$ cat src/rcsfp_pkg.sv
`default_nettype none

package rcsfp_pkg;

  localparam int FRAME_BYTES = 32;
  localparam int POS_W       = 5;
  localparam int STORE_DEPTH = FRAME_BYTES / 2;
  localparam int ADDR_W      = 4;
  localparam int IDX_W       = 4;
  localparam int OUT_TDATA_W = 40;

  localparam logic [7:0]       HDR_FIRST   = 8'h20;
  localparam logic [7:0]       HDR_SECOND  = 8'h40;
  localparam logic [15:0]      CK_START    = 16'hFF9F;
  localparam logic [15:0]      LIMIT_RESET = 16'd1000;
  localparam logic [POS_W-1:0] FIRST_POS   = POS_W'(2);
  localparam logic [POS_W-1:0] CK_END_POS  = POS_W'(FRAME_BYTES - 2);
  localparam logic [POS_W-1:0] LAST_POS    = POS_W'(FRAME_BYTES - 1);

  localparam logic KIND_BYTE  = 1'b0;
  localparam logic KIND_CLEAR = 1'b1;

  // byte write into the frame store; bank 0 holds even positions, bank 1 odd
  typedef struct packed {
    logic              we;
    logic              bank;
    logic [ADDR_W-1:0] addr;
    logic [7:0]        data;
  } rcsfp_wr_t;

  // end-of-frame event toward the emitter
  typedef struct packed {
    logic        good;
    logic        bad;
    logic [15:0] count;
  } rcsfp_fin_t;

endpackage

`default_nettype wire

$ cat src/rcsfp_store.sv
`default_nettype none

module rcsfp_store (
  input  wire logic                         clk,
  input  wire rcsfp_pkg::rcsfp_wr_t         wr,
  input  wire logic                         rd_en,
  input  wire logic [rcsfp_pkg::ADDR_W-1:0] rd_addr,
  output logic [7:0]                        rd_lo,
  output logic [7:0]                        rd_hi
);

  logic [7:0] lo_mem [rcsfp_pkg::STORE_DEPTH];
  logic [7:0] hi_mem [rcsfp_pkg::STORE_DEPTH];

  always_ff @(posedge clk) begin
    if (wr.we && !wr.bank) begin
      lo_mem[wr.addr] <= wr.data;
    end
    if (wr.we && wr.bank) begin
      hi_mem[wr.addr] <= wr.data;
    end
  end

  // read data holds until the next read
  always_ff @(posedge clk) begin
    if (rd_en) begin
      rd_lo <= lo_mem[rd_addr];
      rd_hi <= hi_mem[rd_addr];
    end
  end

endmodule

`default_nettype wire

$ cat src/rcsfp_frame.sv
`default_nettype none

module rcsfp_frame (
  input  wire logic                  clk,
  input  wire logic                  rst_n,
  input  wire logic                  accept,
  input  wire logic                  kind,
  input  wire logic [7:0]            data_byte,
  input  wire logic                  cfg_we,
  input  wire logic [15:0]           cfg_data,
  output rcsfp_pkg::rcsfp_wr_t       wr,
  output rcsfp_pkg::rcsfp_fin_t      fin
);

  logic [7:0]                    prev_r, prev_nxt;
  logic [rcsfp_pkg::POS_W-1:0]   pos_r, pos_nxt;
  logic [15:0]                   ck_r, ck_nxt;
  logic [7:0]                    rxlo_r, rxlo_nxt;
  logic [15:0]                   cnt_r, cnt_nxt;
  logic [15:0]                   lim_r;
  logic [15:0]                   cnt_base;
  logic [15:0]                   cnt_inc;

  assign cnt_base = (cnt_r == 16'd0 || cnt_r > lim_r) ? 16'd1 : cnt_r;
  assign cnt_inc  = cnt_base + 16'd1;

  always_comb begin
    prev_nxt = prev_r;
    pos_nxt  = pos_r;
    ck_nxt   = ck_r;
    rxlo_nxt = rxlo_r;
    cnt_nxt  = cnt_r;
    wr       = '0;
    fin      = '0;
    if (accept) begin
      if (kind == rcsfp_pkg::KIND_CLEAR) begin
        cnt_nxt = 16'd0;
      end else begin
        prev_nxt = data_byte;
        if (data_byte == rcsfp_pkg::HDR_SECOND && prev_r == rcsfp_pkg::HDR_FIRST) begin
          pos_nxt = rcsfp_pkg::FIRST_POS;
          ck_nxt  = rcsfp_pkg::CK_START;
        end else if (pos_r >= rcsfp_pkg::FIRST_POS) begin
          wr.we   = 1'b1;
          wr.bank = pos_r[0];
          wr.addr = pos_r[rcsfp_pkg::POS_W-1:1];
          wr.data = data_byte;
          if (pos_r == rcsfp_pkg::LAST_POS) begin
            pos_nxt = '0;
            if (ck_r == {data_byte, rxlo_r}) begin
              cnt_nxt   = cnt_inc;
              fin.good  = 1'b1;
              fin.count = cnt_inc;
            end else begin
              fin.bad   = 1'b1;
              fin.count = cnt_r;
            end
          end else begin
            // low half of the received checksum word
            if (pos_r == rcsfp_pkg::CK_END_POS) begin
              rxlo_nxt = data_byte;
            end
            if (pos_r < rcsfp_pkg::CK_END_POS) begin
              ck_nxt = ck_r - {8'd0, data_byte};
            end
            pos_nxt = pos_r + 1'b1;
          end
        end else begin
          pos_nxt = '0;
        end
      end
    end
  end

  always_ff @(posedge clk) begin
    if (!rst_n) begin
      prev_r <= '0;
      pos_r  <= '0;
      ck_r   <= rcsfp_pkg::CK_START;
      cnt_r  <= '0;
      lim_r  <= rcsfp_pkg::LIMIT_RESET;
    end else begin
      prev_r <= prev_nxt;
      pos_r  <= pos_nxt;
      ck_r   <= ck_nxt;
      cnt_r  <= cnt_nxt;
      if (cfg_we) begin
        lim_r <= cfg_data;
      end
    end
  end

  always_ff @(posedge clk) begin
    rxlo_r <= rxlo_nxt;
  end

endmodule

`default_nettype wire

$ cat src/rcsfp_emit.sv
`default_nettype none

module rcsfp_emit #(
  parameter int CHANNELS_DECODED = 10
) (
  input  wire logic                         clk,
  input  wire logic                         rst_n,
  input  wire rcsfp_pkg::rcsfp_fin_t        fin,
  output logic                              in_ready,
  output logic                              rd_en,
  output logic [rcsfp_pkg::ADDR_W-1:0]      rd_addr,
  input  wire logic [7:0]                   rd_lo,
  input  wire logic [7:0]                   rd_hi,
  output logic                              out_valid,
  input  wire logic                         out_ready,
  output logic [rcsfp_pkg::IDX_W-1:0]       out_idx,
  output logic [15:0]                       out_value,
  output logic                              out_last,
  output logic                              out_good,
  output logic [15:0]                       out_count
);

  localparam logic [rcsfp_pkg::IDX_W-1:0] CH_END  = rcsfp_pkg::IDX_W'(CHANNELS_DECODED);
  localparam logic [rcsfp_pkg::IDX_W-1:0] CH_LAST = rcsfp_pkg::IDX_W'(CHANNELS_DECODED - 1);

  logic                          busy_r, busy_nxt;
  logic                          err_r, err_nxt;
  logic [rcsfp_pkg::IDX_W-1:0]   iss_r, iss_nxt;
  logic                          rdv_r, rdv_nxt;
  logic [rcsfp_pkg::IDX_W-1:0]   rdi_r;
  logic [15:0]                   cnt_r;
  logic                          ov_r, ov_nxt;
  logic [rcsfp_pkg::IDX_W-1:0]   oidx_r;
  logic [15:0]                   oval_r;
  logic                          olast_r;
  logic                          ogood_r;
  logic [15:0]                   ocnt_r;
  logic                          out_free;
  logic                          load_err;
  logic                          load_ch;

  assign out_free = !ov_r || out_ready;
  assign load_err = err_r && out_free;
  assign load_ch  = rdv_r && out_free;
  // channel k sits at byte positions 2k+2 and 2k+3, word address k+1
  assign rd_en    = busy_r && (iss_r != CH_END) && (!rdv_r || load_ch);
  assign rd_addr  = iss_r + 1'b1;
  assign in_ready = !busy_r && !err_r;

  always_comb begin
    busy_nxt = busy_r;
    err_nxt  = err_r;
    iss_nxt  = iss_r;
    rdv_nxt  = rdv_r;
    ov_nxt   = ov_r;
    if (out_ready) begin
      ov_nxt = 1'b0;
    end
    if (load_err || load_ch) begin
      ov_nxt = 1'b1;
    end
    if (load_err) begin
      err_nxt = 1'b0;
    end
    if (load_ch) begin
      rdv_nxt = 1'b0;
      if (rdi_r == CH_LAST) begin
        busy_nxt = 1'b0;
      end
    end
    if (rd_en) begin
      rdv_nxt = 1'b1;
      iss_nxt = iss_r + 1'b1;
    end
    if (fin.good) begin
      busy_nxt = 1'b1;
      iss_nxt  = '0;
    end
    if (fin.bad) begin
      err_nxt = 1'b1;
    end
  end

  always_ff @(posedge clk) begin
    if (!rst_n) begin
      busy_r <= 1'b0;
      err_r  <= 1'b0;
      iss_r  <= '0;
      rdv_r  <= 1'b0;
      ov_r   <= 1'b0;
    end else begin
      busy_r <= busy_nxt;
      err_r  <= err_nxt;
      iss_r  <= iss_nxt;
      rdv_r  <= rdv_nxt;
      ov_r   <= ov_nxt;
    end
  end

  always_ff @(posedge clk) begin
    if (rd_en) begin
      rdi_r <= iss_r;
    end
    if (fin.good || fin.bad) begin
      cnt_r <= fin.count;
    end
    if (load_err) begin
      oidx_r  <= '0;
      oval_r  <= '0;
      olast_r <= 1'b1;
      ogood_r <= 1'b0;
      ocnt_r  <= cnt_r;
    end else if (load_ch) begin
      oidx_r  <= rdi_r;
      oval_r  <= {rd_hi, rd_lo};
      olast_r <= (rdi_r == CH_LAST);
      ogood_r <= 1'b1;
      ocnt_r  <= cnt_r;
    end
  end

  assign out_valid = ov_r;
  assign out_idx   = oidx_r;
  assign out_value = oval_r;
  assign out_last  = olast_r;
  assign out_good  = ogood_r;
  assign out_count = ocnt_r;

endmodule

`default_nettype wire

$ cat src/rc_servo_frame_parser_core.sv
// Result path: good frame -> busy, store read, output register; bad frame -> error word.
// Throughput: one word per cycle; in_tready drops only while a frame's results drain.
// With out_tready high a good frame stalls input over one store read per channel.
// Reset: synchronous, active low; position, previous byte and counter go to zero,
// checksum to its seed, limit to 1000. Frame store contents are not cleared.
`default_nettype none

module rc_servo_frame_parser_core #(
  parameter int CHANNELS_DECODED = 10
) (
  input  wire logic                                clk,
  input  wire logic                                rst_n,
  input  wire logic                                in_tvalid,
  output logic                                     in_tready,
  input  wire logic [7:0]                          in_tdata,  // [7:0] data_byte
  input  wire logic                                in_tuser,  // [0] kind
  output logic                                     out_tvalid,
  input  wire logic                                out_tready,
  // [3:0] channel_index, [19:4] channel_value, [35:20] message_count,
  // [36] link_active, [39:37] zero
  output logic [rcsfp_pkg::OUT_TDATA_W-1:0]        out_tdata,
  output logic                                     out_tlast,
  output logic                                     out_tuser, // [0] frame_good
  input  wire logic                                cfg_valid,
  output logic                                     cfg_ready,
  input  wire logic [15:0]                         cfg_data
);

  rcsfp_pkg::rcsfp_wr_t          wr;
  rcsfp_pkg::rcsfp_fin_t         fin;
  logic                          accept;
  logic                          rd_en;
  logic [rcsfp_pkg::ADDR_W-1:0]  rd_addr;
  logic [7:0]                    rd_lo;
  logic [7:0]                    rd_hi;
  logic [rcsfp_pkg::IDX_W-1:0]   out_idx;
  logic [15:0]                   out_value;
  logic [15:0]                   out_count;

  assign accept    = in_tvalid && in_tready;
  assign cfg_ready = 1'b1;

  rcsfp_frame u_frame (
    .clk       (clk),
    .rst_n     (rst_n),
    .accept    (accept),
    .kind      (in_tuser),
    .data_byte (in_tdata),
    .cfg_we    (cfg_valid),
    .cfg_data  (cfg_data),
    .wr        (wr),
    .fin       (fin)
  );

  rcsfp_store u_store (
    .clk     (clk),
    .wr      (wr),
    .rd_en   (rd_en),
    .rd_addr (rd_addr),
    .rd_lo   (rd_lo),
    .rd_hi   (rd_hi)
  );

  rcsfp_emit #(
    .CHANNELS_DECODED (CHANNELS_DECODED)
  ) u_emit (
    .clk       (clk),
    .rst_n     (rst_n),
    .fin       (fin),
    .in_ready  (in_tready),
    .rd_en     (rd_en),
    .rd_addr   (rd_addr),
    .rd_lo     (rd_lo),
    .rd_hi     (rd_hi),
    .out_valid (out_tvalid),
    .out_ready (out_tready),
    .out_idx   (out_idx),
    .out_value (out_value),
    .out_last  (out_tlast),
    .out_good  (out_tuser),
    .out_count (out_count)
  );

  assign out_tdata = {3'b000, (out_count != 16'd0), out_count, out_value, out_idx};

endmodule

`default_nettype wire

$ cat config.mk
export PLATFORM = sky130hd
export DESIGN_NAME = rc_servo_frame_parser_core
export DESIGN_NICKNAME = d
export VERILOG_FILES = /design/src/rcsfp_pkg.sv /design/src/rcsfp_store.sv /design/src/rcsfp_frame.sv /design/src/rcsfp_emit.sv /design/src/rc_servo_frame_parser_core.sv
export SDC_FILE = /design/constraint.sdc
export NUM_CORES = 1
export LEC_CHECK = 0
export BUFFER_PORTS_ARGS = -buffer_cell sky130_fd_sc_hd__buf_2
export CORE_ASPECT_RATIO = 1.2
export CORE_MARGIN = 4
export CORE_UTILIZATION = 30
export DETAILED_ROUTE_END_ITERATION = 10
export PLACE_DENSITY = 0.5
export SETUP_SLACK_MARGIN = 0.05
export SLEW_MARGIN = 30
export SYNTH_ARGS = -nofsm -noshare
export SYNTH_HDL_FRONTEND = slang
export SYNTH_SLANG_ARGS = --single-unit
export TNS_END_PERCENT = 30
$ cat constraint.sdc
create_clock -name clk -period 3.8 [get_ports clk]
set_clock_uncertainty 0.15 [all_clocks]
set_input_delay 0.19 -clock clk [delete_from_list [all_inputs] [get_ports clk]]
set_output_delay 0.19 -clock clk [all_outputs]
set_load 0.03 [all_outputs]
==> impl_metrics.toml, run 1 <==
[run_status]
status = "completed"

[routing]
viasPerCell = 4.76
wl_um = 39200
drt_first_pass_iters = 5
drc_errors = 0
drt_iter0_markers = 706
ant_nets = 0
wl_per_cell_um = 19.3
via_count = 9666

[global_routing]
grt_pass1_vias = 9804
grt.overflow.total = 0
grt_max_degree = 38
grt_antenna_before_repair = 0
grt.total_usage_pct = 13.1
grt_pass1_wl_um = 60600

[setup_path]
crit_chain = "ha_1 > nand4_1 > a2111oi_2 > o31a_2 > nand2b_1 > ha_1 > nand3_1 > nor3_2 > and3_1 > and3_1 > o21ai_0 > a22o_1 > and2_1"
end_kind = "flop"
crit_path_start_kind = "flop"
reg2reg_to = "u_emit.cnt_r[14]$_SDFFCE_PP0P_"
critPathMaxFanout = 5
crit_path_top_delay_cell = "a2111oi_2"
reg2reg_slack_ns = 0.37
critical_path_arrival_ns = 3.59
crit_required_ns = 3.96
slowest_delay_ns = 0.38
regToRegStartpoint = "u_frame.cnt_r[15]$_SDFFE_PN0P_"
worstSetupPathType = "flop to flop"
reg2reg_depth = 13

[logic_synthesis]
yosysMostFrequentCell = "edfxtp_1"
synth_cells = 1108
yosys_warnings = 0
syn-cell-area_sq_um = 16800
synth_edf_count = 316
synthTopCellsByCount = "edfxtp_1 (316), nand2_1 (101), dfxtp_1 (91)"
synth.distinct_cells = 71
synth_area_leaders = "edfxtp_1 (57%), dfxtp_1 (11%), mux4_2 (11%), nand2_1 (2.3%), ha_1 (2.2%)"
synthArstFlopShare_pct = 0
ys_ff_latch = 407
synth_top_area_share_pct = 56.5
avgSynthCellArea_sq_um = 15.2
synth_largest_area_cell = "edfxtp_1"
synthFlopType = "edfxtp_1"
seq_area_frac_synth_pct = 67.4

[sta]
period_share_pct = 90.3
hold_viol_final = 0
tightest_slew_ns = 0.893
period_minus_slack_ns = 3.43
max_freq_mhz = 291
fin_tns_setup_ns = 0
drv_slew = 0
setup_viol = 0
rsz0062_at_grt = "false"
slew_headroom_pct = 40.3

[clock_network]
htree_levels = 2
clock_latency_ns = 0.54
cts_made_buffers = 39
cts_sinks = 407
cts-root-buf = "clkbuf_16"
cts_tree = "done"
path_clk_slew_ns = 0.07
clk_path_buf_depth = 3

[die]
initial_utilization_pct = 30.4
die-area_sq_um = 59800
die_x_um = 224
io_pins = 75
die_height_um = 267
fp-row-count = 94
core_area_sq_um = 55200

[place]
portBuffers = 70
placed_cells = 1927
gp_congestion = 0.836
place_hpwl_um = 26300

[power]
p_leak_nw = 6.88
powerDensity_nw_per_um2 = 455
finalPower_mw = 9.14
ir_worst_vdd_mv = 0.329

[worst_hold_path]
hold_depth = 2
hold-path-endpoint = "u_frame.lim_r[9]$_SDFFE_PN1P_"
min_from = "cfg_valid"
min-delay-path-class = "input pin to flop"

[finish]
drive_gt1_share_pct = 24.4
num-nets-final = 1340
area_growth_pct = 19.7
fillCellCount = 5196
instances_no_fill = 2031
n_antenna_cell = 0

[run]
drv_cap = 0
routing by layer:
layer / share of wire, % / routed length [um] / vias to the layer above / global-route usage [%]
met5: 0 / 0 / - / 0
met4: 2.5 / 979 / 0 / 4.07
met3: 3.8 / 1480 / 58 / 1.70
met2: 51 / 19800 / 180 / 22.8
met1: 43 / 16900 / 4873 / 17.0
li1: - / - / 4555 / -
worst max-delay path, delay by kind of cell (launching register included):
kind	cells	cell delay, ns
AO/OA/AOI/OAI	4	0.93
adder cells (fa/ha/maj)	2	0.56
flip-flops	1	0.35
AND/OR/NAND/NOR	7	1.19
cell type report:
class                   instances  area (sq um)  share of cell area (%)
clock buffers                  45          1020                    5.07
clock inverters                27           350                    1.74
inverters                      37           139                   0.691
multi-input cells             624          5170                    25.7
flip-flops and latches        407         11300                    56.3
well taps                     720           901                    4.48
repair buffers                171          1200                    5.98
worst max-delay path by stage:
| stage | start | end | slack, ns | cells past startpoint |
|---|---|---|---|---|
| 6_report | u_frame.cnt_r[15]$_SDFFE_PN0P_ | u_emit.cnt_r[14]$_SDFFCE_PP0P_ | 0.37 | 13 |
| 3_3_place_gp | u_frame.lim_r[15]$_SDFFE_PN0P_ | u_emit.cnt_r[14]$_SDFFCE_PP0P_ | 0.29 | 14 |
| 2_1_floorplan | u_frame.lim_r[15]$_SDFFE_PN0P_ | u_emit.cnt_r[14]$_SDFFCE_PP0P_ | 0.39 | 15 |
| 4_1_cts | u_frame.lim_r[15]$_SDFFE_PN0P_ | u_emit.cnt_r[14]$_SDFFCE_PP0P_ | 0.18 | 14 |
| 5_1_grt | u_frame.lim_r[15]$_SDFFE_PN0P_ | u_emit.cnt_r[14]$_SDFFCE_PP0P_ | 0.10 | 14 |
| 3_5_place_dp | u_frame.lim_r[15]$_SDFFE_PN0P_ | u_emit.cnt_r[14]$_SDFFCE_PP0P_ | 0.22 | 14 |
power breakdown:
part,switching (mW),leakage (nW),internal [mW],total (mW)
combinational,0.137,2.62,0.0920,0.229
sequential,0.0121,3.59,4.77,4.78
clock,1.70,0.671,2.43,4.13
metrics by stage:
stage               setup WS [ns]  instance area, sq um  hold WS (ns)  utilization [%]
finish                      0.368                 20100        0.0311             36.4
global route                0.103                 20100        0.0603             36.4
CTS                         0.183                 20100       0.00335             36.4
detailed placement          0.216                 18400         0.262             33.3
global placement            0.290                 18400         0.256             33.3
floorplan                   0.385                 16900         0.139                -
cell usage in the layout (no fill, tap or decap), types with 8 or more instances in the layout:
cell           instances
edfxtp_1             316
nand2_1              101
dfxtp_1               89
mux4_2                80
buf_2                 70
nor2_1                68
buf_4                 68
a21oi_1               49
clkbuf_16             39
inv_1                 36
o21ai_0               34
dlygate4sd3_1         32
ha_1                  28
xnor2_1               20
conb_1                20
nor2b_1               17
nor3_1                15
nor4_1                13
and3_1                12
nand4_1               12
mux2i_1               11
o211ai_1              10
nand3_1                9
o21a_1                 9
nor3_2                 8
a22oi_1                8
clkinv_2               8
registers in the layout, summed over array words and instances, names as in the netlist:
signal            count
u_frame.pos_r         5
u_emit.out_valid      1
u_emit.iss_r          4
u_emit.out_count     16
u_store.lo_mem      128
u_store.hi_mem      128
u_emit.out_idx        4
u_store.rd_hi         8
u_emit.rdi_r          4
u_emit.err_r          1
u_emit.out_last       1
u_store.rd_lo         8
u_frame.lim_r        16
u_frame.cnt_r        16
u_frame.rxlo_r        8
u_emit.cnt_r         16
u_frame.ck_r         16
u_emit.busy_r         1
u_emit.rdv_r          1
u_emit.out_value     16
u_frame.prev_r        8
u_emit.out_good       1
logic make-up (layout without fill, tap and decap cells):
logic type / after synthesis / after routing / synth area share (%)
adder cells (fa/ha/maj): 30 / 30 / 2.28
buffers and inverters: 95 / 280 / 2.67
other: 2 / 20 / 0.0447
flip-flops: 407 / 407 / 67.4
AND/OR/NAND/NOR: 311 / 311 / 9.55
multiplexers: 91 / 91 / 11.4
AO/OA/AOI/OAI: 144 / 144 / 5.25
XOR/XNOR: 28 / 28 / 1.46
repair_timing:
action	CTS	global route
hold buffers	32	0
gates resized for setup	0	4
endpoints found under the setup margin	0	3
setup buffers	0	0
endpoints found under the hold margin	41	0
No activity file was read; power rests on OpenSTA's default activity.
==> inputs of run 2 (changes only) <==
- CORE_ASPECT_RATIO: 1.2 -> 1.4
- CORE_UTILIZATION: 30 -> 46
- PLACE_DENSITY: 0.5 -> 0.67
==> impl_metrics.toml, run 2 (synthesized netlist as in run 1, its figures left out) <==
[setup_path]
crit_family = "simple AND/OR/NAND/NOR gates"
cpMostUsedCell = "and3_1"
worstSetupPathType = "flop to flop"
crit_cells = 14
reg2reg_slack_ns = 0.30
crit_start = "u_frame.cnt_r[1]$_SDFFE_PN0P_"
crit_buf_inv = 0
regToRegStartpoint = "u_frame.cnt_r[1]$_SDFFE_PN0P_"
slowest_delay_ns = 0.43
end_kind = "flop"
critical_path_arrival_ns = 3.64
crit_required_ns = 3.94
crit_chain = "ha_1 > nor2b_1 > o211ai_1 > a2111oi_2 > o31a_2 > nor2_1 > ha_2 > nand3_1 > nor3_2 > and3_1 > and3_1 > o21ai_0 > a22o_1 > and2_1"
reg2reg_depth = 14
crit_path_top_delay_cell = "dfxtp_1"
reg2reg_to = "u_emit.cnt_r[14]$_SDFFCE_PP0P_"
critPathMaxFanout = 6
crit_path_start_kind = "flop"

[clock_network]
cts_made_buffers = 38
cts_setup_buffers = 0
cts-root-buf = "clkbuf_16"
cts_tree = "done"
htree_levels = 2
clock_latency_ns = 0.53
path_clk_slew_ns = 0.06
cts_sinks = 407
clk_path_buf_depth = 3

[place]
pre_cts_ws_ns = 0.289
placed_area_sq_um = 18000
placed_cells = 1653
portBuffers = 70
gp_congestion = 0.870
place_hpwl_um = 25000

[power]
p_sw_mw = 1.72
p_leak_nw = 6.67
finalPower_mw = 8.60
intPower_mw = 6.88
ir_worst_vdd_mv = 0.354
clkPwrFrac_pct = 41.8
p_seq_share_pct = 55.6
p_comb_share_pct = 2.6
p_sw_share_pct = 20.0
powerDensity_nw_per_um2 = 443

[finish]
register_area_sq_um = 11300
n_antenna_cell = 0
post-route-util_pct = 54.0
multi_input_area_sq_um = 5170
reg.largest.list = "u_store.hi_mem (128), u_store.lo_mem (128)"
final_area_sq_um = 19400
num-nets-final = 1317
drive_gt1_share_pct = 23.1
fillCellCount = 2903
area_growth_pct = 15.5
layout_common_cells = "edfxtp_1 (316), nand2_1 (101), dfxtp_1 (90)"
instances_no_fill = 1746
final_common_cell = "edfxtp_1"

[routing]
drt_first_pass_iters = 5
ant_nets = 0
via_count = 9656
viasPerCell = 5.53
wl_per_cell_um = 21.1
drt_iter0_markers = 800
drc_errors = 0
wl_um = 36800

[sta]
max_freq_mhz = 286
tightest_slew_ns = 0.827
hold_ws_ns = 0.0242
slew_headroom_pct = 44.9
period_minus_slack_ns = 3.50
drv_slew = 0
rsz0062_at_grt = "false"
setup_viol = 0
setup_slack_ns = 0.298
period_share_pct = 92.2
fin_tns_setup_ns = 0
hold_viol_final = 0

[die]
fp-row-count = 82
die-area_sq_um = 39700
die_x_um = 169
core_area_sq_um = 35900
io_pins = 75
die_height_um = 234
initial_utilization_pct = 46.8

[run_status]
status = "completed"

[global_routing]
grt_pass1_vias = 9829
grt.total_usage_pct = 18.9
grt.overflow.total = 0
grt_pass1_wl_um = 57600
grt_max_degree = 70
grt_antenna_before_repair = 0

[worst_hold_path]
hold_depth = 3
min-delay-path-class = "input pin to flop"
min_from = "cfg_valid"
hold-path-endpoint = "u_frame.lim_r[5]$_SDFFE_PN1P_"

[run]
drv_cap = 0
run 2: area by class of cell:
cell class	count	share of cell area, %
sequential	407	58.3
clock buffer	48	5.21
inverter	37	0.716
clock inverter	19	0.761
tap	462	2.98
multi-input combinational	624	26.7
timing repair buffer	149	5.33
run 2: how the worst max path moves through the flow:
stage | slack, ns | endpoint
6_report | 0.30 | u_emit.cnt_r[14]$_SDFFCE_PP0P_
5_1_grt | 0.08 | u_emit.cnt_r[14]$_SDFFCE_PP0P_
4_1_cts | 0.24 | u_emit.cnt_r[14]$_SDFFCE_PP0P_
3_5_place_dp | 0.29 | u_emit.cnt_r[14]$_SDFFCE_PP0P_
3_3_place_gp | 0.37 | u_emit.cnt_r[14]$_SDFFCE_PP0P_
2_1_floorplan | 0.39 | u_emit.cnt_r[14]$_SDFFCE_PP0P_
run 2: power by group through the flow:
| stage | combinational, mW | sequential, mW | clock (mW) |
|---|---|---|---|
| floorplan | 0.134 | 4.88 | 0 |
| global placement | 0.193 | 4.88 | 0 |
| detailed placement | 0.196 | 4.88 | 0 |
| CTS | 0.219 | 4.78 | 3.68 |
| global route | 0.245 | 4.78 | 3.85 |
| finish | 0.220 | 4.78 | 3.59 |
run 2: timing repair:
item	CTS	global route
endpoints found under the hold margin	40	0
setup endpoints to repair	0	4
gates resized for setup	0	4
hold buffers	26	0
run 2: tightest hold or removal path: cells and delay by family:
| kind | cells | cell delay (ns) |
|---|---|---|
| buffers and inverters | 1 | 0.27 |
| AO/OA/AOI/OAI | 1 | 0.07 |
| AND/OR/NAND/NOR | 1 | 0.11 |
run 2: layer usage:
metal | track usage [%] | up-vias | part of all wire (%)
met1 | 21.7 | 4865 | 38
met5 | 0 | - | 0
li1 | - | 4513 | -
met2 | 35.5 | 211 | 55
met3 | 2.45 | 67 | 3.6
met4 | 7.45 | 0 | 3.9
